## config.mk

```make
export PLATFORM = sky130hd
export DESIGN_NAME = timezone_date_time_adjust_core
export DESIGN_NICKNAME = d
export VERILOG_FILES = /design/src/hdl/tzda_pkg.sv /design/src/hdl/tzda_adjust.sv /design/src/hdl/timezone_date_time_adjust_core.sv
export SDC_FILE = /design/constraint.sdc
export NUM_CORES = 1
export LEC_CHECK = 0
export BUFFER_PORTS_ARGS = -buffer_cell sky130_fd_sc_hd__buf_2
export CORE_ASPECT_RATIO = 1.25
export CORE_MARGIN = 2
export CORE_UTILIZATION = 60
export CTS_BUF_LIST = sky130_fd_sc_hd__clkbuf_2 sky130_fd_sc_hd__clkbuf_4 sky130_fd_sc_hd__clkbuf_8
export CTS_CLUSTER_SIZE = 20
export DETAILED_ROUTE_END_ITERATION = 6
export HOLD_SLACK_MARGIN = 0.12
export PLACE_DENSITY_LB_ADDON = 0.25
export SLEW_MARGIN = 10
export SYNTH_ARGS = -nofsm -noshare
export SYNTH_HDL_FRONTEND = slang
export SYNTH_SLANG_ARGS = --single-unit
```

## constraint.sdc

```tcl
create_clock -name i_clk -period 28.7 [get_ports i_clk]
set_clock_uncertainty 0.1 [all_clocks]
set_input_delay 1.435 -clock i_clk [delete_from_list [all_inputs] [get_ports i_clk]]
set_output_delay 1.435 -clock i_clk [all_outputs]
set_load 0.005 [all_outputs]
```

## src/hdl/tzda_pkg.sv

```systemverilog
// shared types, constants and calendar helpers for the time zone adjust block
package tzda_pkg;

    // configuration register indexes
    localparam logic [0:0] CFG_BIAS_HOURS   = 1'b0;
    localparam logic [0:0] CFG_BIAS_MINUTES = 1'b1;

    // year saturation bounds
    localparam logic [14:0] YEAR_MIN = 15'd1601;
    localparam logic [14:0] YEAR_MAX = 15'd30827;

    // divisibility by 25 over 15-bit years: y * inverse(25) mod 2^15 <= 32767 / 25
    localparam logic [14:0] INV_25     = 15'd23593;
    localparam logic [14:0] DIV25_LIMIT = 15'd1310;

    // minute, hour and month ranges
    localparam logic signed [7:0] MIN_SPAN  = 8'sd60;
    localparam logic signed [7:0] MIN_LAST  = 8'sd59;
    localparam logic signed [6:0] HOUR_SPAN = 7'sd24;
    localparam logic signed [6:0] HOUR_LAST = 7'sd23;
    localparam logic signed [5:0] MONTH_SPAN = 6'sd12;

    // month numbers used by name
    localparam logic [3:0] MONTH_JAN = 4'd1;
    localparam logic [3:0] MONTH_FEB = 4'd2;
    localparam logic [3:0] MONTH_MAR = 4'd3;
    localparam logic [3:0] MONTH_APR = 4'd4;
    localparam logic [3:0] MONTH_MAY = 4'd5;
    localparam logic [3:0] MONTH_JUN = 4'd6;
    localparam logic [3:0] MONTH_JUL = 4'd7;
    localparam logic [3:0] MONTH_AUG = 4'd8;
    localparam logic [3:0] MONTH_SEP = 4'd9;
    localparam logic [3:0] MONTH_OCT = 4'd10;
    localparam logic [3:0] MONTH_NOV = 4'd11;
    localparam logic [3:0] MONTH_DEC = 4'd12;

    // request payloads
    typedef struct packed {
        logic [14:0] in_year;
        logic [3:0]  in_month;
        logic [4:0]  in_day;
        logic [4:0]  in_hour;
        logic [5:0]  in_minute;
    } t_in_item;

    typedef struct packed {
        logic [14:0] out_year;
        logic [3:0]  out_month;
        logic [4:0]  out_day;
        logic [4:0]  out_hour;
        logic [5:0]  out_minute;
        logic        month_valid;
    } t_out_item;

    // days in a month, zero for a month number outside 1..12
    function automatic logic [4:0] month_len(input logic is_leap, input logic [3:0] month);
        logic [4:0] len;
        begin
            unique case (month)
                MONTH_JAN, MONTH_MAR, MONTH_MAY, MONTH_JUL,
                MONTH_AUG, MONTH_OCT, MONTH_DEC: len = 5'd31;
                MONTH_APR, MONTH_JUN, MONTH_SEP, MONTH_NOV: len = 5'd30;
                MONTH_FEB: len = is_leap ? 5'd29 : 5'd28;
                default: len = 5'd0;
            endcase
            return len;
        end
    endfunction

endpackage

```

## src/hdl/tzda_adjust.sv

```systemverilog
// combinational offset add with minute, hour, day, month and year carries
module tzda_adjust (
    input  tzda_pkg::t_in_item   i_item,
    input  logic signed [4:0]    i_bias_hours,
    input  logic signed [6:0]    i_bias_minutes,
    output tzda_pkg::t_out_item  o_item
);

    logic signed [7:0]  minute_sum;
    logic signed [7:0]  minute_fix;
    logic signed [1:0]  minute_carry;
    logic signed [6:0]  hour_sum;
    logic signed [6:0]  hour_fix;
    logic signed [1:0]  hour_carry;
    logic [14:0]        div25_prod;
    logic               is_leap;
    logic [4:0]         dim;
    logic [4:0]         prev_len;
    logic [3:0]         prev_month;
    logic               valid;
    logic signed [6:0]  day_sum;
    logic signed [6:0]  day_fix;
    logic signed [1:0]  day_carry;
    logic signed [5:0]  month_sum;
    logic signed [5:0]  month_fix;
    logic signed [1:0]  month_carry;
    logic signed [16:0] year_sum;
    logic [14:0]        year_fix;

    // minute: add offset, wrap once into 0..59
    always_comb begin
        minute_sum = $signed({2'b00, i_item.in_minute}) + {i_bias_minutes[6], i_bias_minutes};
        if (minute_sum < 0) begin
            minute_fix   = minute_sum + tzda_pkg::MIN_SPAN;
            minute_carry = -2'sd1;
        end else if (minute_sum > tzda_pkg::MIN_LAST) begin
            minute_fix   = minute_sum - tzda_pkg::MIN_SPAN;
            minute_carry = 2'sd1;
        end else begin
            minute_fix   = minute_sum;
            minute_carry = 2'sd0;
        end
    end

    // hour: add offset and minute carry, wrap once into 0..23
    always_comb begin
        hour_sum = $signed({2'b00, i_item.in_hour})
                 + {{2{i_bias_hours[4]}}, i_bias_hours}
                 + {{5{minute_carry[1]}}, minute_carry};
        if (hour_sum < 0) begin
            hour_fix   = hour_sum + tzda_pkg::HOUR_SPAN;
            hour_carry = -2'sd1;
        end else if (hour_sum > tzda_pkg::HOUR_LAST) begin
            hour_fix   = hour_sum - tzda_pkg::HOUR_SPAN;
            hour_carry = 2'sd1;
        end else begin
            hour_fix   = hour_sum;
            hour_carry = 2'sd0;
        end
    end

    // leap year from the input year: by 4, and not by 25 unless also by 16
    assign div25_prod = 15'(i_item.in_year * tzda_pkg::INV_25);
    assign is_leap    = (i_item.in_year[1:0] == 2'b00)
                      && ((div25_prod > tzda_pkg::DIV25_LIMIT) || (i_item.in_year[3:0] == 4'd0));

    // month lengths: this month, and the one before (december before january)
    assign dim        = tzda_pkg::month_len(is_leap, i_item.in_month);
    assign valid      = (dim != 5'd0);
    assign prev_month = i_item.in_month - 4'd1;
    assign prev_len   = (i_item.in_month == tzda_pkg::MONTH_JAN) ? 5'd31
                      : tzda_pkg::month_len(is_leap, prev_month);

    // day: add hour carry, borrow the previous month or carry past this one
    always_comb begin
        day_sum = $signed({2'b00, i_item.in_day}) + {{5{hour_carry[1]}}, hour_carry};
        if (day_sum < 7'sd1) begin
            day_fix   = day_sum + $signed({2'b00, prev_len});
            day_carry = -2'sd1;
        end else if (day_sum > $signed({2'b00, dim})) begin
            day_fix   = day_sum - $signed({2'b00, dim});
            day_carry = 2'sd1;
        end else begin
            day_fix   = day_sum;
            day_carry = 2'sd0;
        end
    end

    // month: add day carry, wrap once into 1..12
    always_comb begin
        month_sum = $signed({2'b00, i_item.in_month}) + {{4{day_carry[1]}}, day_carry};
        if (month_sum < 6'sd1) begin
            month_fix   = month_sum + tzda_pkg::MONTH_SPAN;
            month_carry = -2'sd1;
        end else if (month_sum > tzda_pkg::MONTH_SPAN) begin
            month_fix   = month_sum - tzda_pkg::MONTH_SPAN;
            month_carry = 2'sd1;
        end else begin
            month_fix   = month_sum;
            month_carry = 2'sd0;
        end
    end

    // year: add month carry and saturate
    always_comb begin
        year_sum = $signed({2'b00, i_item.in_year}) + {{15{month_carry[1]}}, month_carry};
        if (year_sum < $signed({2'b00, tzda_pkg::YEAR_MIN})) begin
            year_fix = tzda_pkg::YEAR_MIN;
        end else if (year_sum > $signed({2'b00, tzda_pkg::YEAR_MAX})) begin
            year_fix = tzda_pkg::YEAR_MAX;
        end else begin
            year_fix = year_sum[14:0];
        end
    end

    // result assembly; an invalid month passes the date through
    always_comb begin
        o_item.out_minute  = minute_fix[5:0];
        o_item.out_hour    = hour_fix[4:0];
        o_item.month_valid = valid;
        if (valid) begin
            o_item.out_day   = day_fix[4:0];
            o_item.out_month = month_fix[3:0];
            o_item.out_year  = year_fix;
        end else begin
            o_item.out_day   = i_item.in_day;
            o_item.out_month = i_item.in_month;
            o_item.out_year  = i_item.in_year;
        end
    end

endmodule

```

## src/hdl/timezone_date_time_adjust_core.sv

```systemverilog
// top level: bias registers, input register, adjust logic and result register
//
// Adds a signed time zone offset (hours and minutes, written through the
// configuration port) to a broken-down date and time. Each request is captured
// in an input register, adjusted by single-pass logic and held in a result
// register, so a request can be taken every cycle unless the result side
// holds back. Under back-pressure the result register holds and the input
// register fills, so up to two requests wait inside. Write the offset only
// while no request is in flight. A month outside 1..12 clears month_valid and
// passes the date fields through; minute and hour are still adjusted. For a
// valid month the year saturates to 1601..30827.
module timezone_date_time_adjust_core (
    input  logic                 i_clk,
    input  logic                 i_rst_n,
    input  logic                 i_in_valid,
    output logic                 o_in_ready,
    input  tzda_pkg::t_in_item   i_in_data,
    output logic                 o_out_valid,
    input  logic                 i_out_ready,
    output tzda_pkg::t_out_item  o_out_data,
    input  logic                 i_cfg_we,
    input  logic [0:0]           i_cfg_index,
    input  logic [6:0]           i_cfg_wdata
);

    logic signed [4:0]    r_bias_hours;
    logic signed [6:0]    r_bias_minutes;
    logic                 r_in_valid;
    tzda_pkg::t_in_item   r_in_item;
    logic                 r_out_valid;
    tzda_pkg::t_out_item  r_out_item;
    tzda_pkg::t_out_item  n_out_item;
    logic                 advance;

    // offset registers
    always_ff @(posedge i_clk) begin
        if (!i_rst_n) begin
            r_bias_hours   <= '0;
            r_bias_minutes <= '0;
        end else if (i_cfg_we) begin
            unique case (i_cfg_index)
                tzda_pkg::CFG_BIAS_HOURS:   r_bias_hours   <= i_cfg_wdata[4:0];
                tzda_pkg::CFG_BIAS_MINUTES: r_bias_minutes <= i_cfg_wdata;
                default: ;
            endcase
        end
    end

    // stage handshake: result register frees when empty or taken
    assign advance    = !r_out_valid || i_out_ready;
    assign o_in_ready = !r_in_valid || advance;

    // input register
    always_ff @(posedge i_clk) begin
        if (!i_rst_n) begin
            r_in_valid <= 1'b0;
        end else if (o_in_ready) begin
            r_in_valid <= i_in_valid;
        end
    end

    always_ff @(posedge i_clk) begin
        if (o_in_ready && i_in_valid) begin
            r_in_item <= i_in_data;
        end
    end

    // adjust logic
    tzda_adjust u_adjust (
        .i_item         (r_in_item),
        .i_bias_hours   (r_bias_hours),
        .i_bias_minutes (r_bias_minutes),
        .o_item         (n_out_item)
    );

    // result register
    always_ff @(posedge i_clk) begin
        if (!i_rst_n) begin
            r_out_valid <= 1'b0;
        end else if (advance) begin
            r_out_valid <= r_in_valid;
        end
    end

    always_ff @(posedge i_clk) begin
        if (advance && r_in_valid) begin
            r_out_item <= n_out_item;
        end
    end

    assign o_out_valid = r_out_valid;
    assign o_out_data  = r_out_item;

endmodule

```

==> summary.md <==
| Metric | Value |
|---|---|
| GRT overflow | `0` |
| DR pass1 iterations | `5` |
| Req. time, crit path | `roughly 29 ns` |
| Mapped Area | `7770 um^2` |
| First-pass GRT wire length | `around 29 mm` |
| Ys async rst share | `0%` |
| CTS Buf Count | `9` |
| Final Max Slew Viols | `0` |
| Vias | `5968` |
| Worst path bufs/invs | `3` |
| Count of state elements after synthesis | `85` |
| Setup violators final | `0` |
| Drt drc | `0` |
| N_diodes | `0` |
| Setup slack, reg-to-reg | `15.24 ns` |
| EDFF count, synth | `71` |
| Leakage | `4.005 nW` |
| Cells after synthesis | `roughly 770` |
| Floorplan row count | `46` |
| Top cell type's share of synthesized area | `around 27%` |
| Share of cells above drive strength 1 | `between 10% and 20%` |
| Most common cell in the synthesized netlist | `inv_1` |
| Max-slew headroom | `a little under a quarter` |
| Levels on crit path | `49` |
| Maximum Capacitance Violations | `0` |
| Most frequent cells after synthesis | `inv_1, ha_1, edfxtp_1, xnor2_1, a21oi_1` |
| Post-synth top flop | `edfxtp_1` |
| Yosys warning total | `0` |
| Leading cell types by total area after synthesis | `edfxtp_1, ha_1, fa_1` |
| Largest net degree at the start of global routing | `37` |
| Data arrival time of the critical path | `13.52 ns` |
| Mean routed wirelength per cell | `16.99 um` |
| Count of final hold-check violations | `0` |
| FF-to-FF Start | `r_in_item[1]` |
| Crit Path Category | `flop to flop` |
| Critical path's slowest cell | `nor2_2` |
| Post-CTS Setup Bufs | `0` |
| Vias in the first global route | `6099` |
| Slew of the pin with the lowest slew margin | `approximately 1.2 ns` |
| Unique masters post-synth | `a little under 90` |
| Reg-to-reg endpoint | `o_out_data[25]` |
| Die area | `approximately 14000 um^2` |
| DIE WIDTH | `105.8 um` |
| Max VDD drop | `between 40 and 50 uV` |
| Post-Route Setup TNS | `0 ns` |
| Hold_buf cts | `0` |
| Total Routed Length | `17.35 mm` |
| Routability cong. | `~0.99` |
| H-tree levels | `3` |
| Unrepaired setup endpoints after global routing | `false` |
| Later-pin clock latency in the skew report | `~0.4 ns` |
| Startpoint types | `flop` |
| Starting density of the core | `~61%` |
| Worst Hold Class | `flop to flop` |
| Fin crit share | `between 40 and 50%` |
| Worst-case reg-to-reg path depth | `49` |
| Reg clk slew, reported paths | `0.10 ns` |
| Peak Freq | `0.07429 GHz` |
| CTS tree | `built` |
| Min cycle time layout | `approximately 13 ns` |
| DRT antenna net count | `0` |
| PD cells | `89.36 nW/um^2` |
| Yosys top cell by area | `edfxtp_1` |
| Beginning of the critical path | `r_in_item[1]` |
| Syn_area_per_cell | `a little over 10 um^2` |
| Sequential area share after synthesis | `31.05%` |
| Total core area | `12660 um^2` |
| Nets@finish | `1033` |
| Fill count | `1028` |
| P&R area growth vs syn | `10.11%` |
| CTS Sinks | `85` |
| Post-cts sizing count | `0` |
| Maximum fanout along the worst path | `20` |
| Critical Path Most Common Cell | `ha_1` |
| Clock tree buffer depth | `2` |
| CTS root buf | `clkbuf_8` |
| Initial antenna violation count | `0` |
| Initial DRC count | `281` |
| Status | `completed` |
| # port buffers | `85` |
| Synthesized Nets | `956` |
| Vias/cell | `5.845` |
| DIE HEIGHT | `131.2 um` |
| Post-detail-place hpwl | `about 14 mm` |
| # IOs | `86` |
| Crit-path max cell delay | `0.75 ns` |
| Crit path to | `o_out_data[25]` |
| Worst setup EP type | `flop` |
| GRT Util Overall | `26.14%` |
| Largest delay share family, worst path | `compound AO/OA/AOI/OAI gates` |
| Util after Layout | `67.57%` |
==> metal layers <==
metal	share of wire, %	global-route usage (%)
met1	41	30.11
met2	52	46.95
met3	5.0	5.357
met4	2.3	10.45
met5	0	0
==> sequential cells by signal (all words and copies together) (netlist names) <==
signal          count
o_out_valid         1
o_out_data         36
r_bias_hours        5
r_bias_minutes      7
r_in_item          35
r_in_valid          1
==> area by class of cell <==
class | count | area [um^2] | area share, %
repair buffers | 86 | 432.9 | 5.060
clock buffers | 9 | 123.9 | 1.448
inverters | 118 | 442.9 | 5.177
flip-flops and latches | 85 | 2412 | 28.20
well taps | 168 | 210.2 | 2.457
clock inverters | 7 | 103.9 | 1.214
multi-input cells | 548 | 4830 | 56.45
==> worst min-delay path: stages (launching register included) <==
cell and delay [ns]:
dfxtp_1 0.32, nand2_1 0.05, a21boi_0 0.06
==> through the flow <==
stage | instance area, um^2 | std cells | total power [mW] | worst slack [ns] | hold WS (ns)
floorplan | 7770 | 771 | 0.5508 | 16.85 | 0.3478
global placement | 8328 | 1005 | 0.6454 | 15.90 | 0.3591
detailed placement | 8328 | 1005 | 0.6591 | 15.40 | 0.3632
CTS | 8556 | 1021 | 0.7624 | 15.33 | 0.3790
global route | 8556 | 1021 | 0.8281 | 14.40 | 0.4019
finish | 8556 | 1021 | 0.7646 | 15.24 | 0.3760
==> worst min-delay path by stage <==
stage | cells after the start | to | slack [ns] | from
floorplan | 2 | r_bias_minutes[0] | 0.35 | r_bias_minutes[0]
global placement | 2 | r_bias_minutes[4] | 0.36 | r_bias_minutes[4]
detailed placement | 2 | r_bias_minutes[2] | 0.36 | r_bias_minutes[2]
CTS | 2 | r_bias_minutes[2] | 0.38 | r_bias_minutes[2]
global route | 2 | r_bias_minutes[0] | 0.40 | r_bias_minutes[0]
finish | 2 | r_bias_minutes[2] | 0.38 | r_bias_minutes[2]
==> cells by family after synthesis <==
group	after synthesis	synth area share, %
DFF	85	31.05
xor gates and xnor gates	61	7.150
muxes	9	1.176
adders and majority gates	137	24.67
and+or+nand+nor	152	10.90
AOI/OAI and AO/OA	189	18.15
buffers and inverters	138	6.908
==> layout by cell type, fill, tap and decap left out, types with 4 or more instances in the layout <==
cell type  netlist  final
o211ai_1         4      4
o22ai_1          5      5
nand2_1         33     33
nand3_1         19     19
a2111oi_0        4      4
dfxtp_1         14     14
buf_2            3     85
xnor2_1         37     37
a31oi_1          6      6
a21oi_1         35     35
a211oi_1         6      6
mux2i_1          8      8
a21boi_0         8      8
o21ai_1          5      5
o221ai_1         5      5
edfxtp_1        71     71
o21bai_1         8      8
fa_1            27     27
a211o_1          5      5
o21a_1          10     10
nor3_1          15     15
nor2b_1         16     15
o21ai_0         20     20
nor2_1          21     21
and3_1           8      8
ha_1           110    110
xor2_1          22     22
a21o_1          22     22
inv_1          118    118
clkbuf_8         0      9
nor4_1           7      7
nand2b_1         6      6
==> where the power goes <==
group | switching [mW] | internal (mW) | total (mW)
Sequential | 0.00804 | 0.162 | 0.170
Combinational | 0.283 | 0.212 | 0.495
Clock | 0.0492 | 0.0504 | 0.0997
No activity file was read; power rests on OpenSTA's default activity.
